## config.mk

```make
export PLATFORM = sky130hd
export DESIGN_NAME = drq_seen_chain
export DESIGN_NICKNAME = d
export VERILOG_FILES = /design/src/drq_pkg.sv /design/src/drq_seen_cell.sv /design/src/drq_seen_chain.sv
export SDC_FILE = /design/constraint.sdc
export NUM_CORES = 2
export LEC_CHECK = 0
export ABC_CLOCK_PERIOD_IN_PS = 11800
export BUFFER_PORTS_ARGS = -buffer_cell sky130_fd_sc_hd__buf_2
export CORE_MARGIN = 2
export CORE_UTILIZATION = 30
export CTS_CLUSTER_SIZE = 24
export DETAILED_ROUTE_END_ITERATION = 16
export GPL_ROUTABILITY_DRIVEN = 0
export SETUP_SLACK_MARGIN = 0.5
export SLEW_MARGIN = 20
export SYNTH_ARGS = -nofsm -noshare
export SYNTH_HDL_FRONTEND = slang
export SYNTH_SLANG_ARGS = --single-unit
```

## constraint.sdc

```tcl
create_clock -name clk -period 11.8 [get_ports clk]
set_input_delay 2.36 -clock clk [delete_from_list [all_inputs] [get_ports clk]]
set_output_delay 2.36 -clock clk [all_outputs]
set_load 0.005 [all_outputs]
```

## src/drq_pkg.sv

```systemverilog
// ---------------------------------------------------------------------------
// drq_pkg: shared types and constants
// Field widths, register indexes, item codes and the sequencer states of
// the deduplicating, rate-limited report queue.
// ---------------------------------------------------------------------------
`default_nettype none

package drq_pkg;

  localparam int ADDR_W   = 48;
  localparam int TIME_W   = 32;
  localparam int DBM_W    = 8;
  localparam int KIND_W   = 3;
  localparam int CFG_IDX_W  = 8;
  localparam int CFG_DATA_W = 32;

  localparam int SEEN_DEPTH_DEF  = 16;
  localparam int QUEUE_DEPTH_DEF = 16;

  localparam logic [TIME_W-1:0] SEEN_TIMEOUT_RST    = TIME_W'(60000);
  localparam logic [TIME_W-1:0] REPORT_INTERVAL_RST = TIME_W'(5000);

  // configuration register indexes
  localparam logic [CFG_IDX_W-1:0] REG_SEEN_TIMEOUT    = CFG_IDX_W'(0);
  localparam logic [CFG_IDX_W-1:0] REG_REPORT_INTERVAL = CFG_IDX_W'(1);

  // item codes
  localparam logic FUNC_DETECT = 1'b0;
  localparam logic FUNC_POLL   = 1'b1;

  typedef enum logic {
    ST_IDLE,
    ST_EXEC
  } state_t;

  // lookup broadcast to every seen cell
  typedef struct packed {
    logic [ADDR_W-1:0] addr;
    logic [TIME_W-1:0] now;
    logic [TIME_W-1:0] timeout;
  } probe_t;

  // one queued detection
  typedef struct packed {
    logic [ADDR_W-1:0] addr;
    logic [DBM_W-1:0]  dbm;
    logic [KIND_W-1:0] kind;
  } entry_t;

endpackage

`default_nettype wire

```

## src/drq_seen_cell.sv

```systemverilog
// ---------------------------------------------------------------------------
// drq_seen_cell: one entry of the seen store
// Holds an address and its stamp, takes its neighbor's entry on a shift and
// flags a match when the probe address is present and still recent.
// ---------------------------------------------------------------------------
`default_nettype none

module drq_seen_cell (
  input  wire logic                         clk,
  input  wire logic                         rst,
  input  wire logic                         shift,
  input  wire logic [drq_pkg::ADDR_W-1:0]   addr_in,
  input  wire logic [drq_pkg::TIME_W-1:0]   stamp_in,
  input  wire drq_pkg::probe_t              probe,
  output logic      [drq_pkg::ADDR_W-1:0]   addr_out,
  output logic      [drq_pkg::TIME_W-1:0]   stamp_out,
  output logic                              hit
);
  import drq_pkg::*;

  logic [TIME_W-1:0] age;

  // cleared entries are real: address zero stamped at time zero
  always_ff @(posedge clk) begin
    if (rst) begin
      addr_out  <= '0;
      stamp_out <= '0;
    end else if (shift) begin
      addr_out  <= addr_in;
      stamp_out <= stamp_in;
    end
  end

  assign age = probe.now - stamp_out;
  assign hit = (addr_out == probe.addr) && (age < probe.timeout);

endmodule

`default_nettype wire

```

## src/drq_seen_chain.sv

```systemverilog
// ---------------------------------------------------------------------------
// drq_seen_chain: seen store as a row of cells
// New addresses enter at the first cell and every entry moves one cell on;
// the oldest falls off the end. All cells compare against the probe at once.
// ---------------------------------------------------------------------------
`default_nettype none

module drq_seen_chain #(
  parameter int SEEN_DEPTH = drq_pkg::SEEN_DEPTH_DEF
) (
  input  wire logic                         clk,
  input  wire logic                         rst,
  input  wire logic                         insert,
  input  wire drq_pkg::probe_t              probe,
  output logic                              seen_hit
);
  import drq_pkg::*;

  logic [ADDR_W-1:0]     addr_link  [SEEN_DEPTH];
  logic [TIME_W-1:0]     stamp_link [SEEN_DEPTH];
  logic [SEEN_DEPTH-1:0] hits;

  for (genvar i = 0; i < SEEN_DEPTH; i++) begin : g_cell
    logic [ADDR_W-1:0] a_in;
    logic [TIME_W-1:0] s_in;

    if (i == 0) begin : g_head
      assign a_in = probe.addr;
      assign s_in = probe.now;
    end else begin : g_body
      assign a_in = addr_link[i-1];
      assign s_in = stamp_link[i-1];
    end

    drq_seen_cell u_cell (
      .clk       (clk),
      .rst       (rst),
      .shift     (insert),
      .addr_in   (a_in),
      .stamp_in  (s_in),
      .probe     (probe),
      .addr_out  (addr_link[i]),
      .stamp_out (stamp_link[i]),
      .hit       (hits[i])
    );
  end

  assign seen_hit = |hits;

endmodule

`default_nettype wire

```

After elaboration in Yosys (flattened, before gate mapping)
Index checks and enable logic that the tools add are counted.
Widths: inputs -> output; s select.
{"block": "word_totals", "regBits": 1280, "latch_bits": 0, "ram_bits": 0, "romBits": 0, "in_bits": 115, "out_inout_bits": 1, "word_cells": 97, "n_memories": 0}
{"block": "classes", "add_sub_neg": 16, "n_mul": 0, "n_div": 0, "magnitude_cmp": 16, "eq_ne": 16, "shift": 0, "mux": 0, "n_bitwise": 0, "n_reduce_logical": 17}
{"operator": "$eq 48x48->1", "count": 16}
{"operator": "$lt 32x32->1", "count": 16}
{"operator": "$sub 32x32->32", "count": 16}
{"operator": "$logic_and 1x1->1", "count": 16}
{"operator": "$reduce_or 16->1", "count": 1}

Logic depth before layout (Yosys ltp)
{"block": "logic_depth", "word_depth": 4, "mapped_depth": 27, "mapped_depth_nobuf": 27}

Hierarchy
Synthesis repeated with hierarchy kept, for this count alone.
{"block": "unflattened", "hier_cells": 11132, "hier_area_um2": 93453.4}
{"module": "drq_seen_cell (g_cell[10].u_cell ...)", "instances": 7, "cells_each": 691, "area_per_inst_um2": 5830.6}
{"module": "drq_seen_cell (g_cell[5].u_cell ...)", "instances": 5, "cells_each": 693, "area_per_inst_um2": 5805.6}
{"module": "drq_seen_cell (g_cell[0].u_cell ...)", "instances": 3, "cells_each": 711, "area_per_inst_um2": 5924.4}
{"module": "drq_seen_cell (g_cell[11].u_cell)", "instances": 1, "cells_each": 692, "area_per_inst_um2": 5806.8}
{"module": "drq_seen_chain", "instances": 1, "cells_each": 5, "area_per_inst_um2": 31.3}

Worst setup path before layout
No wires, ideal clock.
{"block": "synth_path", "path_kind": "input to output", "start": "input port probe[32] (netlist bit)", "end": "output port seen_hit", "arrival_time_ps": 7861, "slack_ps": 1579, "path_stages": 25, "path_cell_list": "inv_1 ha_1 inv_1 fa_1 a21o_1 a21oi_1 o21ai_0 o211ai_1 a211o_1 a31oi_1 o311a_1 o41ai_1 o21ai_0 a21oi_1 xnor2_1 ha_1 nand4_1 or3_1 nor2_1 a211oi_1 nor4_1 nand4b_1 a2111o_1 nor3_1 or4b_1"}
{"block": "synth_between", "elab_chain_cells": 4, "elab_cells_between_ends": 49, "classes_between": "add/sub: 16; order compare: 16; reduce/logical: 17"}
{"item": "from (decl)", "line": "drq_seen_chain.sv:14", "text": "input wire drq_pkg::probe_t probe,"}
{"item": "$sub 32x32->32", "line": "drq_seen_cell.sv:34", "text": "assign age = probe.now - stamp_out;"}
{"item": "$lt 32x32->1", "line": "drq_seen_cell.sv:35", "text": "assign hit = (addr_out == probe.addr) && (age < probe.timeout);"}
{"item": "$logic_and 1x1->1", "line": "drq_seen_cell.sv:35"}
{"item": "$reduce_or 16->1 (*)", "line": "drq_seen_chain.sv:48", "text": "assign seen_hit = |hits;"}
{"item": "to (decl)", "line": "drq_seen_chain.sv:15", "text": "output logic seen_hit"}
Every way passes the cells marked *; elsewhere a longest branch is shown, timed or not.

Worst setup path in the final report
Ends and elaborated chain as after synthesis.

==> results.tsv <==
metric	value	unit
status	finished, violations left	
failing checks	DRC	
Port Buffers	115	
async set or reset register ratio after synthesis	0	
Worst-Skew Late Latency	0.86	ns
htree depth	4	
DRC violations left	12	
final slew viol count	0	
EDFF count, synth	0	
unrepaired setup endpoints after global routing	false	
global-route usage over all layers	0.186	
post-layout net count	11325	
setup skew after layout	0.0996	ns
Power Density	116	nW/um^2
Clock Pin Slew Worst Setup and Hold Paths	0.06	ns
Max VDD drop	0.000104	V
die area	300000	sq um
WL per Instance	20.3	um
Tcrit/Tclk final	0.942	
DR pass1 iterations	14	
gate count after technology mapping	10150	
Final Setup Violations	0	
Final ANT Viol Nets	0	
Pleak	43.0	nW
fin area	99700	sq um
global-route wire length before repair	430	mm
multiplexer area fraction after synthesis	0.145	
vias	71471	
Starting DRT DRC Count	5534	
clock root buffer	clkbuf_16	
worst hold slack	0.436	ns
WL final	288	mm
Critical-path top delay cell	or4b_4	
pin count of the biggest net entering global routing	202	
Hold Buf Count CTS	0	
Simple-Gate Fraction of Synth Area	0.138	
area delta synth->final	12.5	%
Buf/Inv on CP	8	
Mapped Area	88600	sq um
worst rel slew slack	0.254	
critical path launch point type	primary input	
Max stage delay on crit path	0.50	ns
net count after synthesis	11273	
#FFs+latches synth	1280	
Die Width	547	um
YS warnings	0	
vias per cell	5.02	
Max Root-Sink Buffers	4	
compound-cell area share of the yosys netlist	0.122	
ys flop type	dfxtp_1	
largest cells by area after synthesis	dfxtp_1 (29%), mux2i_1 (14%), ha_1 (14%)	
grt ovf	0	
CP max FO	9	
worst path required time	9.44	ns
sequential area share after synthesis	0.289	
Arrival @ worst endpoint	8.75	ns
total power	0.0115	W
layout cells sized above 1	0.0685	
top cell type by total area after synthesis	dfxtp_1	
Finished Layout Cells	14232	
post-synthesis xor/xnor area fraction	0.113	
CTS tree	yes	
delay-heaviest family, CP	simple AND/OR/NAND/NOR gates	
total core area	294000	sq um
Adder-Cell Fraction of Synth Area	0.144	
placed cell areas	93900	sq um
maximum clock frequency	90.0	MHz
critical path endpoint category	output port	
Final min period	11.11	ns
Distinct cells, synth	80	
Slew @ Worst Pin	1.12	ns
post-DP HPWL	222	mm
Final Hold Fails	0	
IO Pins	116	
dpl cells	13952	
Starting Density	0.301	
initial antenna violation count	21	
top-area cell type share of the netlist area	0.289	
Die H	547	um
vias in the first global route	66656	
min-delay worst type	flop to flop	
Max Cap Viol	0	
clock buffer count from CTS	154	
main combinational cell family by area after synthesis	multiplexers	
syn_area_per_cell	8.73	sq um
Final TNS setup	0	ns
Rows	199	
critical path class	primary input to output port	
Sink Count	1280	
==> report_power, final <==
group / internal, W / switching, W / total (W)
registers: 0.00435 / 0.0000350 / 0.00439
clock network: 0.00274 / 0.00201 / 0.00475
logic: 0.000954 / 0.00144 / 0.00240
==> kinds of logic after synthesis <==
family / count (synthesis)
simple gates: 2711
compound gates: 1639
mux: 1281
flops: 1280
xor+xnor: 1143
buf+inv: 1088
fa+ha+maj: 1008
==> layout by cell type, fill, tap and decap left out, drive strengths merged, types with 90 or more instances in the layout <==
cell,synthesis,final
a21o,342,342
a21oi,483,483
buf,179,303
clkbuf,230,214
dfxtp,1280,1280
ha,992,992
inv,679,684
mux2i,1281,1281
nand2,233,233
nand3,119,119
nand4,175,175
nor2,1590,1590
nor2b,90,90
nor3,91,91
nor4,146,146
o21ai,229,229
xnor2,575,575
xor2,568,568
==> registers in the layout, indices dropped and copies added (netlist names) <==
register                 count
g_cell.u_cell.addr_out     768
g_cell.u_cell.stamp_out    512
==> final timing paths <==
kind / startpoint / endpoint / slack (ns) / depth (start not counted)
hold reg to reg: g_cell[14].u_cell.stamp_out[19] / g_cell[15].u_cell.stamp_out[19] / 0.44 / 2
hold / removal: g_cell[14].u_cell.stamp_out[19] / g_cell[15].u_cell.stamp_out[19] / 0.44 / 2
setup / recovery: probe[32] / seen_hit / 0.69 / 33
setup reg to reg: g_cell[9].u_cell.addr_out[13] / g_cell[10].u_cell.addr_out[13] / 10.63 / 2
==> cell type report <==
cell class / instances / area, sq um
diodes: 8 / 20.0
repair buffers: 305 / 2220
inverters: 679 / 2550
flip-flops and latches: 1280 / 25600
clock inverters: 47 / 544
well taps: 3919 / 4900
fillers: 30698 / 194000
clock buffers: 212 / 4330
multi-input cells: 7782 / 59500
==> layer usage <==
layer  GRT usage  part of all wire  vias to the layer above
li1            -                 -                    35640
met1       0.237              0.44                    33666
met2       0.306              0.46                     1629
met3      0.0264             0.045                      518
met4      0.0882             0.054                       18
met5           0           0.00038                        -
==> tightest hold or removal path: stages, from the launching register on <==
cell     delay [ns]
dfxtp_1        0.35
mux2i_1        0.08
nor2_1         0.07
==> cells in the mapped netlist, types with 87 or more instances <==
library cell  instances
xor2_1              568
dfxtp_1            1280
ha_1                992
inv_1               679
clkbuf_1            230
nor4_1              146
o21ai_0             224
xnor2_1             575
o21a_1               87
nor3_1               91
a21o_1              342
nand2_1             233
mux2i_1            1281
nor2b_1              90
a21oi_1             481
nor2_1             1590
nand3_1             119
nand4_1             175
==> per-stage QoR <==
stage,util,worst slack [ns]
after floorplan,-,1.58
after global placement,0.319,-0.785
after detailed placement,0.319,-0.663
after CTS,0.337,0.502
after global routing,0.339,0.405
final,0.339,0.688
==> repair_timing <==
item | CTS | global route
buffers inserted | 1 | 12
endpoints found under the setup margin | 1 | 1
gates cloned | 0 | 0
pin swaps | 13 | 51
gates resized for setup | 58 | 122
Power figures use the tool's default switching activity.
