**config.mk**
```make
export PLATFORM = sky130hd
export DESIGN_NAME = drq_queue
export DESIGN_NICKNAME = d
export VERILOG_FILES = /design/src/drq_pkg.sv /design/src/drq_queue.sv
export SDC_FILE = /design/constraint.sdc
export NUM_CORES = 1
export LEC_CHECK = 0
export BUFFER_PORTS_ARGS = -buffer_cell sky130_fd_sc_hd__buf_4
export CAP_MARGIN = 25
export CORE_UTILIZATION = 40
export DETAILED_ROUTE_END_ITERATION = 10
export SYNTH_ARGS = -nofsm -noshare
export SYNTH_HDL_FRONTEND = slang
export SYNTH_SLANG_ARGS = --single-unit
```
**constraint.sdc**
```tcl
create_clock -name clk -period 7.5 [get_ports clk]
set_input_delay 1.5 -clock clk [delete_from_list [all_inputs] [get_ports clk]]
set_output_delay 1.5 -clock clk [all_outputs]
set_load 0.02 [all_outputs]
```
**src/drq_pkg.sv**
```systemverilog
// ---------------------------------------------------------------------------
// drq_pkg: shared types and constants
// Field widths, register indexes, item codes and the sequencer states of
// the deduplicating, rate-limited report queue.
// ---------------------------------------------------------------------------
`default_nettype none

package drq_pkg;

  localparam int ADDR_W   = 48;
  localparam int TIME_W   = 32;
  localparam int DBM_W    = 8;
  localparam int KIND_W   = 3;
  localparam int CFG_IDX_W  = 8;
  localparam int CFG_DATA_W = 32;

  localparam int SEEN_DEPTH_DEF  = 16;
  localparam int QUEUE_DEPTH_DEF = 16;

  localparam logic [TIME_W-1:0] SEEN_TIMEOUT_RST    = TIME_W'(60000);
  localparam logic [TIME_W-1:0] REPORT_INTERVAL_RST = TIME_W'(5000);

  // configuration register indexes
  localparam logic [CFG_IDX_W-1:0] REG_SEEN_TIMEOUT    = CFG_IDX_W'(0);
  localparam logic [CFG_IDX_W-1:0] REG_REPORT_INTERVAL = CFG_IDX_W'(1);

  // item codes
  localparam logic FUNC_DETECT = 1'b0;
  localparam logic FUNC_POLL   = 1'b1;

  typedef enum logic {
    ST_IDLE,
    ST_EXEC
  } state_t;

  // lookup broadcast to every seen cell
  typedef struct packed {
    logic [ADDR_W-1:0] addr;
    logic [TIME_W-1:0] now;
    logic [TIME_W-1:0] timeout;
  } probe_t;

  // one queued detection
  typedef struct packed {
    logic [ADDR_W-1:0] addr;
    logic [DBM_W-1:0]  dbm;
    logic [KIND_W-1:0] kind;
  } entry_t;

endpackage

`default_nettype wire

```
**src/drq_queue.sv**
```systemverilog
// ---------------------------------------------------------------------------
// drq_queue: ring queue of detections
// Head and tail pointers over a one-write, one-read memory; a push into a
// full queue drops the oldest entry. Read data is registered at the tail.
// ---------------------------------------------------------------------------
`default_nettype none

module drq_queue #(
  parameter int QUEUE_DEPTH = drq_pkg::QUEUE_DEPTH_DEF
) (
  input  wire logic           clk,
  input  wire logic           rst,
  input  wire logic           push,
  input  wire drq_pkg::entry_t push_data,
  input  wire logic           pop,
  output logic                empty,
  output drq_pkg::entry_t     rd_data
);
  import drq_pkg::*;

  localparam int PTR_W = (QUEUE_DEPTH > 1) ? $clog2(QUEUE_DEPTH) : 1;
  localparam logic [PTR_W-1:0] PTR_LAST = PTR_W'(QUEUE_DEPTH - 1);

  entry_t           mem [QUEUE_DEPTH];
  logic [PTR_W-1:0] head;
  logic [PTR_W-1:0] tail;
  logic [PTR_W-1:0] head_inc;
  logic [PTR_W-1:0] tail_inc;

  assign head_inc = (head == PTR_LAST) ? '0 : head + PTR_W'(1);
  assign tail_inc = (tail == PTR_LAST) ? '0 : tail + PTR_W'(1);
  assign empty    = (head == tail);

  always_ff @(posedge clk) begin
    if (rst) begin
      head <= '0;
      tail <= '0;
    end else if (push) begin
      head <= head_inc;
      // drop the oldest entry when full
      if (head_inc == tail) begin
        tail <= tail_inc;
      end
    end else if (pop) begin
      tail <= tail_inc;
    end
  end

  always_ff @(posedge clk) begin
    if (push) begin
      mem[head] <= push_data;
    end
    rd_data <= mem[tail];
  end

endmodule

`default_nettype wire

```
After elaboration in Yosys (flattened, before gate mapping):

Memory sizes are Yosys's and may differ from the RTL's. A register that Yosys moved wholly into a read port is not among the register bits.
Cells that the tools add are included.

* mux-type cells: 7
* equal/unequal tests: 5
* add/subtract/negate cells: 2
* reduce and logical (&&, ||, !) cells: 2

Operator list (count)
* two-way mux 4 bit: 5
* adder 4 x 1 -> 4 bit (second input constant): 2
* == test 4 bit: 2
* == test 4 bit (second input constant): 2
* two-way mux 1 bit: 2
* != test 2 x 1 -> 1 bit (second input constant): 1
* AND reduction 2 bit: 1
* nonzero test 2 bit: 1

* output and inout bits: 60
* memories: 1
* logic and storage cells: 19
* register bits after elaboration: 8
* memory bits (writable): 944
* input bits: 63

Memory list
* mem: words 16, width 59, read ports 1, clocked after memory_dff 1, wr ports 1, RTL line drq_queue.sv:24 `entry_t mem [QUEUE_DEPTH];`

Depth between registers and ports, before layout:

Gate-level depths: netlist (run 1).

* depth in word-level cells: 5
* depth in mapped cells: 9
* depth with buffers taken out: 7

Worst setup path before layout (run 1):

No wires, ideal clock.

* path kind: in2reg
* start point: input port push
* end point: memory mem[0][0] in the netlist's numbering, enable pin
* arrival time: 3.532 ns
* slack: 3.545 ns
* data required time: 7.077 ns
* setup time: 0.423 ns
* buffers on the path: 1
* cell stages on the path: 3
* cell sequence: clkbuf_1 > nor3b_1 > and2_1

* word-level cells in the longest chain between the ends: 2

RTL lines
* start, declared: RTL line drq_queue.sv:13 `input wire logic push,`
* two-way mux 1 bit: RTL line drq_queue.sv:50 `if (push) begin`
* two-way mux 1 bit (implied by the code): RTL line drq_queue.sv:51 `mem[head] <= push_data;`
* end, declared: RTL line drq_queue.sv:24

No other way between the ends.

Worst setup path in the final report (run 1):

* start point: register tail[0]
* end point: output port empty

* word-level cells in the longest chain between the ends: 1

RTL lines
* start, declared: RTL line drq_queue.sv:26 `logic [PTR_W-1:0] tail;`
* start signal, assigned: RTL line drq_queue.sv:42 `tail <= tail_inc;`
* start signal, assigned: RTL line drq_queue.sv:45 `tail <= tail_inc;`
* == test 4 bit: RTL line drq_queue.sv:32 `assign empty = (head == tail);`
* end, declared: RTL line drq_queue.sv:16 `output logic empty,`

No other way between the ends.

==> flow_metrics.py, run 1 <==
metrics = {
    "grt": {
        "gr-total-overflow": 0,
        "grt_pass1_vias": 17900,
        "grt_pass1_wl_um": 117000,
        "grt_max_degree": 134,
        "grt_usage_pct": 16.5,
        "antenna_found_initial": 5,
    },
    "worst_setup_path": {
        "ff2ff_path_depth": 5,
        "worst_setup_path_start_kind": "flop",
        "cp-end-kind": "output pin",
        "rr_startpoint": "tail[1]$_SDFFE_PP0P_",
        "crit_type": "flop to output pin",
        "max_stage_delay_ns": 0.97,
        "path_delay_family": "flip-flops",
        "cp_num_buf_inv": 1,
        "path_cells": "xor2_1 > nor4_1 > buf_4",
        "r2r_end": "rd_data[26]$_DFF_P_",
        "critical_path_required_ns": 6.00,
        "path_max_fanout": 43,
        "cp_slowest_cell": "dfxtp_4",
        "r2r_slack_ns": 4.11,
        "cp.arrival_ns": 2.56,
    },
    "drt": {
        "via_per_inst": 5.30,
        "antenna_left": 0,
        "routed_wl_um": 77500,
        "dr.pass1.iters": 5,
        "drtIter0Drc": 1269,
        "remaining_drc_errors": 0,
        "wl_per_cell_um": 24.6,
        "num_vias": 16700,
    },
    "clock_network": {
        "cts_made_buffers": 100,
        "clock-root-buffer": "clkbuf_16",
        "cts.repair.resized": 0,
        "clkTransAtPathRegs_ns": 0.06,
        "hold_buffers": 0,
        "postCtsSetupBuffers": 0,
        "clk_path_buf_depth": 3,
        "cts_tree": "built",
        "ctsHtreeMaxLevel": 3,
        "cts_sinks": 1011,
        "clk_latency_ns": 0.66,
    },
    "power": {
        "switching_share_pct": 21.6,
        "power_switching_uw": 2700,
        "p_int_uw": 9820,
        "ir_drop_mv": 0.169,
        "leakage_uw": 0.0135,
        "p_comb_share_pct": 8.7,
        "p_clk_share_pct": 40.3,
        "sequentialPowerShare_pct": 51.0,
        "p_per_area_nw_per_um2": 288,
    },
    "outcome": {
        "run_status": "finished clean",
    },
    "cells_and_area": {
        "syn_to_final_growth_pct": 15.2,
        "drive_gt1_share_pct": 29.6,
        "antenna_cells": 0,
        "nNetsFinal": 1880,
        "fillerInstances": 7655,
    },
    "worst_hold_path": {
        "hold_depth": 2,
        "hold_end": "head[0]$_SDFFE_PP0P_",
        "hp-class": "flop to flop",
        "hp-start": "head[0]$_SDFFE_PP0P_",
    },
    "yosys": {
        "synth_top_area_cell": "edfxtp_1",
        "synth.most_common_cell": "edfxtp_1",
        "synth_fp_nets": 1715,
        "synth_top_area_share_pct": 75.1,
        "post_synth.cell_area_avg_um2": 22.9,
        "synth.cell_area_um2": 37800,
        "synth_seq_cells": 1011,
        "yosys_most_used_dff": "edfxtp_1",
        "yosysSeqAreaShare_pct": 78.6,
        "synth-edff-count": 944,
        "ys_warn_count": 0,
        "synth_area_leaders": "edfxtp_1 75%, mux4_2 14%, dfxtp_1 3.6%, mux2i_1 1.7%, a211oi_1 1.2%",
        "syn_inst": 1647,
        "async_flop_share_pct": 0,
        "yosysUniqueCellTypes": 37,
        "synth_common_cells": "944 x edfxtp_1, 236 x mux4_2, 67 x dfxtp_1",
    },
    "timing": {
        "min_period_ns": 4.06,
        "fin_skew_ns": 0.0239,
        "fin_crit_sh_pct": 54.1,
        "tightest_slew_ns": 1.06,
        "grt_setup_unrepaired": "no",
        "setup_tns_ns": 0,
        "hold_viol": 0,
        "fmax_ghz": 0.246,
        "setup_viol": 0,
        "hold_slack_ns": 0.697,
        "slew-limit-headroom_pct": 29.5,
        "slew_viol_final": 0,
    },
    "floorplan": {
        "core_um2": 93500,
        "dieArea_um2": 95600,
        "initial_utilization_pct": 40.4,
        "die_w_um": 309,
        "die_y_um": 309,
        "num_rows": 112,
        "num_io_pins": 123,
    },
    "placement": {
        "place_congestion": 0.696,
        "dp_hpwl_um": 41000,
        "numPortBuffers": 122,
    },
    "run": {
        "cap_violations": 0,
    },
}
-- layer usage --
metal | global-route usage [%] | part of all wire, % | wire, um
met1 | 22.5 | 43 | 33500
met2 | 27.5 | 50 | 38900
met3 | 3.12 | 5.1 | 3970
met4 | 4.09 | 1.5 | 1150
met5 | 0 | 0.061 | 47
-- worst max path at each step --
| stage | endpoint | slack (ns) | startpoint | cells after the start |
|---|---|---|---|---|
| floorplan | mem[0][0]$_DFFE_PP_ | 3.55 | push | 3 |
| global placement | mem[3][20]$_DFFE_PP_ | 3.89 | push | 4 |
| detailed placement | mem[10][8]$_DFFE_PP_ | 3.89 | push | 5 |
| CTS | empty | 3.31 | tail[0]$_SDFFE_PP0P_ | 3 |
| global route | empty | 3.18 | tail[0]$_SDFFE_PP0P_ | 3 |
| finish | empty | 3.44 | tail[0]$_SDFFE_PP0P_ | 3 |
-- stage by stage --
| stage | cells | utilization [%] | instance area (um2) | total power (uW) | worst slack, ns |
|---|---|---|---|---|---|
| 2_1_floorplan | 1647 | - | 37800 | 7230 | 3.55 |
| 3_3_place_gp | 2957 | 42.8 | 40000 | 7600 | 3.89 |
| 3_5_place_dp | 2963 | 43.0 | 40200 | 7620 | 3.89 |
| 4_1_cts | 3149 | 46.5 | 43500 | 12700 | 3.31 |
| 5_1_grt | 3150 | 46.6 | 43500 | 13000 | 3.18 |
| 6_report | 3150 | 46.6 | 43500 | 12500 | 3.44 |
-- cell usage in the layout, fill, tap and decap left out, types with 2 or more instances in the layout --
master | Yosys | layout
a21oi_1 | 59 | 59
ha_1 | 5 | 5
nor2b_1 | 60 | 60
and2_4 | 0 | 16
nand3_1 | 2 | 2
clkinv_1 | 0 | 13
clkinvlp_4 | 0 | 4
buf_16 | 0 | 7
mux4_2 | 236 | 236
xor2_1 | 6 | 6
clkbuf_1 | 44 | 26
bufinv_16 | 0 | 12
a31oi_1 | 3 | 3
mux2i_1 | 65 | 65
inv_6 | 0 | 2
clkinv_2 | 0 | 16
nor2_1 | 5 | 5
dfxtp_1 | 67 | 63
buf_4 | 10 | 145
inv_1 | 3 | 3
buf_12 | 0 | 2
edfxtp_1 | 944 | 944
clkbuf_8 | 0 | 8
a211oi_1 | 59 | 59
clkbuf_16 | 0 | 102
nand2_1 | 9 | 9
and3_1 | 2 | 2
dfxtp_4 | 0 | 4
-- cell families (layout without fill, tap and decap cells) --
| group | after synthesis | count (layout) | share of synthesized area (%) |
|---|---|---|---|
| AO/OA/AOI/OAI | 127 | 127 | 2.16 |
| XOR/XNOR | 9 | 9 | 0.265 |
| adder cells (fa/ha/maj) | 5 | 5 | 0.166 |
| buffers and inverters | 94 | 343 | 1.43 |
| flip-flops | 1011 | 1011 | 78.6 |
| multiplexers | 301 | 301 | 15.8 |
| AND/OR/NAND/NOR | 100 | 100 | 1.57 |
-- cell type report --
type,count,area (um2),area share (%)
clock buffers,136,2760,6.34
repair buffers,154,1320,3.04
well taps,1254,1570,3.61
clock inverters,50,582,1.34
flip-flops and latches,1011,29700,68.2
multi-input cells,542,7570,17.4
inverters,3,11.3,0.0259
-- worst register-to-register path, stage by stage, from the launching register on --
cell     delay [ns]
dfxtp_4        0.74
buf_12         0.56
buf_4          1.10
mux4_2         0.51
mux2i_1        0.25
a21oi_1        0.11
-- registers in the layout, summed over array words and instances (netlist names) --
signal / cells
head: 4
mem: 944
tail: 4
rd_data: 59
-- power groups by stage --
stage                     clock network [uW]  logic, uW  registers (uW)
final                                   5040       1090            6390
after global routing                    5380       1180            6400
after CTS                               5160       1110            6400
after detailed placement                   0       1110            6510
after global placement                     0       1090            6510
after floorplan                            0        684            6540
No activity file was read; power rests on OpenSTA's default activity.
==> inputs of run 2 (changes only) <==
==> constraint.sdc (replaced) <==
create_clock -name clk -period 3.5 [get_ports clk]
set_input_delay 0.7 -clock clk [delete_from_list [all_inputs] [get_ports clk]]
set_output_delay 0.7 -clock clk [all_outputs]
set_load 0.02 [all_outputs]
==> run 2 against run 1 <==
  * Sequential power up 110%
  * Die area unchanged
  * First-iteration DRC count rose by 17%
  * Via count grew 1.1%
  * Non-clock buffer count increased by 30
  * Clock power grew 120%
  * Critical path depth stayed put
  * Count of clock-buffer cells in the layout rose by 14
  * Hold slack lost 0.45 ns
  * Setup slack lost 2.7 ns
  * Highest routed layer unchanged
==> flow_metrics.py, run 2 (synthesis results as in run 1) <==
metrics = {
    "floorplan": {
        "dieArea_um2": 95600,
        "initial_utilization_pct": 40.4,
        "die_y_um": 309,
        "core_um2": 93500,
        "num_rows": 112,
        "die_w_um": 309,
        "num_io_pins": 123,
    },
    "clock_network": {
        "clock-root-buffer": "clkbuf_16",
        "clk_path_buf_depth": 3,
        "cts_made_buffers": 102,
        "ctsHtreeMaxLevel": 3,
        "cts_tree": "built",
        "clk_latency_ns": 0.67,
        "cts.repair.resized": 0,
        "postCtsSetupBuffers": 0,
        "clkTransAtPathRegs_ns": 0.06,
        "hold_buffers": 0,
        "cts_sinks": 1011,
    },
    "power": {
        "ir_drop_mv": 0.355,
        "leakage_uw": 0.0138,
        "finalPower_uw": 27100,
        "p_per_area_nw_per_um2": 615,
    },
    "cells_and_area": {
        "final_common_cell": "edfxtp_1",
        "drive_gt1_share_pct": 30.9,
        "regMostFlops": "mem",
        "reg_top3": "mem: 944 flops, rd_data: 59 flops",
        "syn_to_final_growth_pct": 16.8,
        "stdcell_count": 3186,
        "utilization_pct": 47.2,
        "nNetsFinal": 1912,
        "mostFrequentLayoutCells": "944 x edfxtp_1, 236 x mux4_2, 151 x buf_4, 103 x clkbuf_16, 65 x mux2i_1",
        "largest_register_ffs": 944,
        "stdcell_area_um2": 44100,
    },
    "worst_setup_path": {
        "path_max_fanout": 39,
        "rr_startpoint": "tail[0]$_SDFFE_PP0P_",
        "worst_setup_path_start_kind": "flop",
        "cp-end-kind": "output pin",
        "path_cells": "xor2_1 > nor4_1 > buf_4",
        "max_stage_delay_ns": 0.74,
        "critical_path_required_ns": 2.80,
        "r2r_slack_ns": 1.07,
        "cp_slowest_cell": "dfxtp_4",
        "cp.arrival_ns": 2.05,
        "ff2ff_path_depth": 5,
        "r2r_end": "rd_data[31]$_DFF_P_",
        "crit_type": "flop to output pin",
    },
    "drt": {
        "dr.pass1.iters": 5,
        "antenna_left": 0,
        "via_per_inst": 5.30,
        "drtIter0Drc": 1489,
        "num_vias": 16900,
        "remaining_drc_errors": 0,
        "routed_wl_um": 77800,
        "wl_per_cell_um": 24.4,
    },
    "worst_hold_path": {
        "hold_depth": 2,
        "hp-class": "input port to flop",
        "hold_end": "head[1]$_SDFFE_PP0P_",
        "hp-start": "rst",
    },
    "grt": {
        "met3_usage_pct": 2.90,
        "grt_pass1_vias": 17900,
        "grt_pass1_wl_um": 116000,
        "gr-total-overflow": 0,
        "top_usage_layer": "met2",
        "met2_usage_pct": 26.7,
        "grt_max_degree": 122,
        "grt_usage_pct": 16.5,
        "antenna_found_initial": 4,
        "met1_usage_pct": 23.2,
    },
    "run": {
        "cap_violations": 0,
    },
    "timing": {
        "min_period_ns": 2.75,
        "slew_viol_final": 0,
        "fin_skew_ns": 0.0329,
        "setup_viol": 0,
        "tightest_slew_ns": 0.781,
        "slew-limit-headroom_pct": 47.9,
        "hold_viol": 0,
        "grt_setup_unrepaired": "no",
        "fmax_ghz": 0.364,
        "setup_tns_ns": 0,
        "fin_crit_sh_pct": 78.5,
    },
    "outcome": {
        "run_status": "finished clean",
    },
    "placement": {
        "place_congestion": 0.723,
        "dp_cells": 2994,
        "numPortBuffers": 122,
        "postPlaceCellArea_um2": 40700,
        "dp_hpwl_um": 42800,
    },
}
## run 2: changes by cell type in the layout (fill, tap and decap cells not counted), moves of 3 or more
cell      previous run  this run
buf_4              145       151
clkinv_1            13         8
buf_12               2        33
buf_16               7         0
clkbuf_1            26        29
clkbuf_8             8        18
clkinv_2            16        12
## run 2: routing by layer
layer,up-vias,share of wire (%),routed length [um]
li1,7317,-,-
met1,9088,44,34400
met2,351,49,38300
met3,110,4.7,3680
met4,4,1.7,1320
met5,-,0.027,21
## run 2: critical path: cells and delay by family, from the launching register on
kind	cells	cell delay, ns
xor gates and xnor gates	1	0.14
buffers and inverters	1	0.20
DFF	1	0.74
and+or+nand+nor	1	0.29
## run 2: cell type report
cell class	count	area, um2
inverters	3	11.3
diodes	2	5.00
fillers	7646	49400
well taps	1254	1570
clock buffers	150	2930
clock inverters	40	527
multi-input cells	542	7570
repair buffers	184	1790
flip-flops and latches	1011	29700
## run 2: how the worst max path moves through the flow
stage / startpoint / to / cells after the start / slack, ns
after global placement: push / mem[0][37]$_DFFE_PP_ / 4 / 0.93
final: tail[1]$_SDFFE_PP0P_ / empty / 3 / 0.75
after global routing: tail[1]$_SDFFE_PP0P_ / empty / 3 / 0.61
after detailed placement: push / mem[0][35]$_DFFE_PP_ / 4 / 0.87
after CTS: tail[1]$_SDFFE_PP0P_ / empty / 3 / 0.67
after floorplan: push / mem[0][0]$_DFFE_PP_ / 3 / 0.35
## run 2: where the power goes
| part | internal, uW | switching, uW |
|---|---|---|
| clock | 6570 | 4510 |
| combinational | 1170 | 1220 |
| sequential | 13500 | 165 |
## run 2: stage by stage
stage	setup slack, ns	hold slack (ns)
floorplan	0.345	0.562
global placement	0.929	0.612
detailed placement	0.873	0.627
CTS	0.666	0.201
global route	0.611	0.236
finish	0.751	0.252
==> inputs of run 3 (changes only) <==
==> constraint.sdc (replaced) <==
create_clock -name clk -period 2.6 [get_ports clk]
set_input_delay 0.52 -clock clk [delete_from_list [all_inputs] [get_ports clk]]
set_output_delay 0.52 -clock clk [all_outputs]
set_load 0.02 [all_outputs]
==> run 3 against run 2 <==
  * Register-to-register slack got worse by 0.61 ns
  * Via count rose by 0.32%
  * Setup slack got worse by 0.64 ns
  * Sequential share of layout area fell by 0.078 points
  * Global-route usage rose by 0.48 points
  * Sequential cell count did not move
  * Hold slack got worse by 0.16 ns
  * Clock power rose by 30%
==> flow_metrics.py, run 3 (synthesis results as in run 1) <==
metrics = {
    "outcome": {
        "run_status": "finished clean",
    },
    "placement": {
        "numPortBuffers": 122,
        "postPlaceCellArea_um2": 40900,
        "place_congestion": 0.743,
        "dp_hpwl_um": 42600,
        "dp_cells": 2994,
    },
    "timing": {
        "fmax_ghz": 0.402,
        "hold_viol": 0,
        "fin_skew_ns": 0.0260,
        "fin_crit_sh_pct": 95.6,
        "slew_viol_final": 0,
        "slew-limit-headroom_pct": 49.0,
        "min_period_ns": 2.49,
        "tightest_slew_ns": 0.764,
        "setup_viol": 0,
    },
    "cells_and_area": {
        "reg_top3": "mem: 944 flops, rd_data: 59 flops",
        "final_common_cell": "edfxtp_1",
        "largest_register_ffs": 944,
        "mostFrequentLayoutCells": "944 x edfxtp_1, 236 x mux4_2, 134 x buf_4, 97 x clkbuf_16, 65 x mux2i_1",
        "fillerInstances": 7657,
        "stdcell_count": 3175,
        "nNetsFinal": 1906,
        "antenna_cells": 0,
        "syn_to_final_growth_pct": 17.0,
        "stdcell_area_um2": 44200,
        "regMostFlops": "mem",
        "drive_gt1_share_pct": 30.7,
    },
    "floorplan": {
        "dieArea_um2": 95600,
        "num_io_pins": 123,
        "die_y_um": 309,
        "core_um2": 93500,
        "num_rows": 112,
        "initial_utilization_pct": 40.4,
        "die_w_um": 309,
    },
    "drt": {
        "routed_wl_um": 79800,
        "drtIter0Drc": 1244,
        "antenna_left": 0,
        "dr.pass1.iters": 5,
        "remaining_drc_errors": 0,
        "num_vias": 16900,
        "via_per_inst": 5.33,
        "wl_per_cell_um": 25.1,
    },
    "clock_network": {
        "cts_tree": "built",
        "clkTransAtPathRegs_ns": 0.06,
        "cts_sinks": 1011,
        "clk_latency_ns": 0.66,
        "clk_path_buf_depth": 3,
        "hold_buffers": 0,
        "cts_made_buffers": 96,
        "clock-root-buffer": "clkbuf_16",
        "ctsHtreeMaxLevel": 3,
        "cts.repair.resized": 1,
        "postCtsSetupBuffers": 0,
    },
    "worst_setup_path": {
        "worst_setup_path_start_kind": "flop",
        "critical_path_required_ns": 2.08,
        "cp.arrival_ns": 1.97,
        "crit_type": "flop to output pin",
        "cp-end-kind": "output pin",
        "path_max_fanout": 10,
    },
    "grt": {
        "grt_pass1_wl_um": 118000,
        "grt_pass1_vias": 17700,
        "grt_usage_pct": 17.0,
        "gr-total-overflow": 0,
        "antenna_found_initial": 7,
        "grt_max_degree": 128,
    },
    "power": {
        "leakage_uw": 0.0137,
        "p_per_area_nw_per_um2": 817,
        "ir_drop_mv": 0.527,
    },
    "run": {
        "cap_violations": 0,
    },
    "worst_hold_path": {
        "hp-class": "input port to flop",
    },
}
run 3: cell count changes in the layout (fill, tap and decap cells not counted), sizes merged:
cell      previous run  this run
bufinv              10        14
clkbuf             150       125
clkinv              23        37
clkinvlp             3         1
diode                2         0
run 3: final timing paths:
kind                                      startpoint              endpoint  slack [ns]  depth (start not counted)
worst max register to register  tail[1]$_SDFFE_PP0P_   rd_data[46]$_DFF_P_        0.46                          4
worst max-delay path            head[2]$_SDFFE_PP0P_                 empty        0.11                          3
worst min-delay path                             rst  head[3]$_SDFFE_PP0P_        0.09                          2
worst min register to register  tail[1]$_SDFFE_PP0P_  tail[1]$_SDFFE_PP0P_        0.55                          2
run 3: routing by layer:
layer / share of wire [%] / GRT usage (%) / up-vias / wire length [um]
met2: 48 / 27.0 / 375 / 38500
met3: 5.3 / 3.36 / 99 / 4220
met5: 0.12 / 0 / - / 92
li1: - / - / 7307 / -
met1: 45 / 23.9 / 9129 / 35500
met4: 1.8 / 4.77 / 14 / 1420
run 3: critical path, stage by stage, from the launching register on:
cell,delay (ns)
dfxtp_1,0.56
xor2_1,0.19
nor4_4,0.35
buf_4,0.21
run 3: power by group:
part | leakage (uW) | switching, uW | internal [uW]
clock network | 0.00161 | 5960 | 8490
logic | 0.00303 | 1660 | 1610
registers | 0.00909 | 208 | 18200
total | 0.0137 | 7820 | 28300
run 3: final cells by class:
type / instances / area, um2 / share of cell area [%]
Clock buffer: 125 / 2600 / 5.89
Multi-Input combinational cell: 542 / 7590 / 17.2
Inverter: 3 / 11.3 / 0.0255
Tap cell: 1254 / 1570 / 3.55
Clock inverter: 56 / 687 / 1.56
Timing Repair Buffer: 184 / 2010 / 4.54
Sequential cell: 1011 / 29700 / 67.2
run 3: metrics by stage:
step | total power, uW | utilization, % | TNS (ns) | hold WS [ns] | worst slack [ns]
5_1_grt | 37300 | 47.3 | -0.00868 | 0.0844 | -0.00868
6_report | 36100 | 47.3 | 0 | 0.0931 | 0.115
2_1_floorplan | 20800 | - | 0 | 0.562 | 0.260
4_1_cts | 36500 | 47.2 | 0 | 0.0507 | 0.0241
3_3_place_gp | 22000 | 43.7 | 0 | 0.540 | 0.471
3_5_place_dp | 22100 | 43.7 | 0 | 0.541 | 0.422
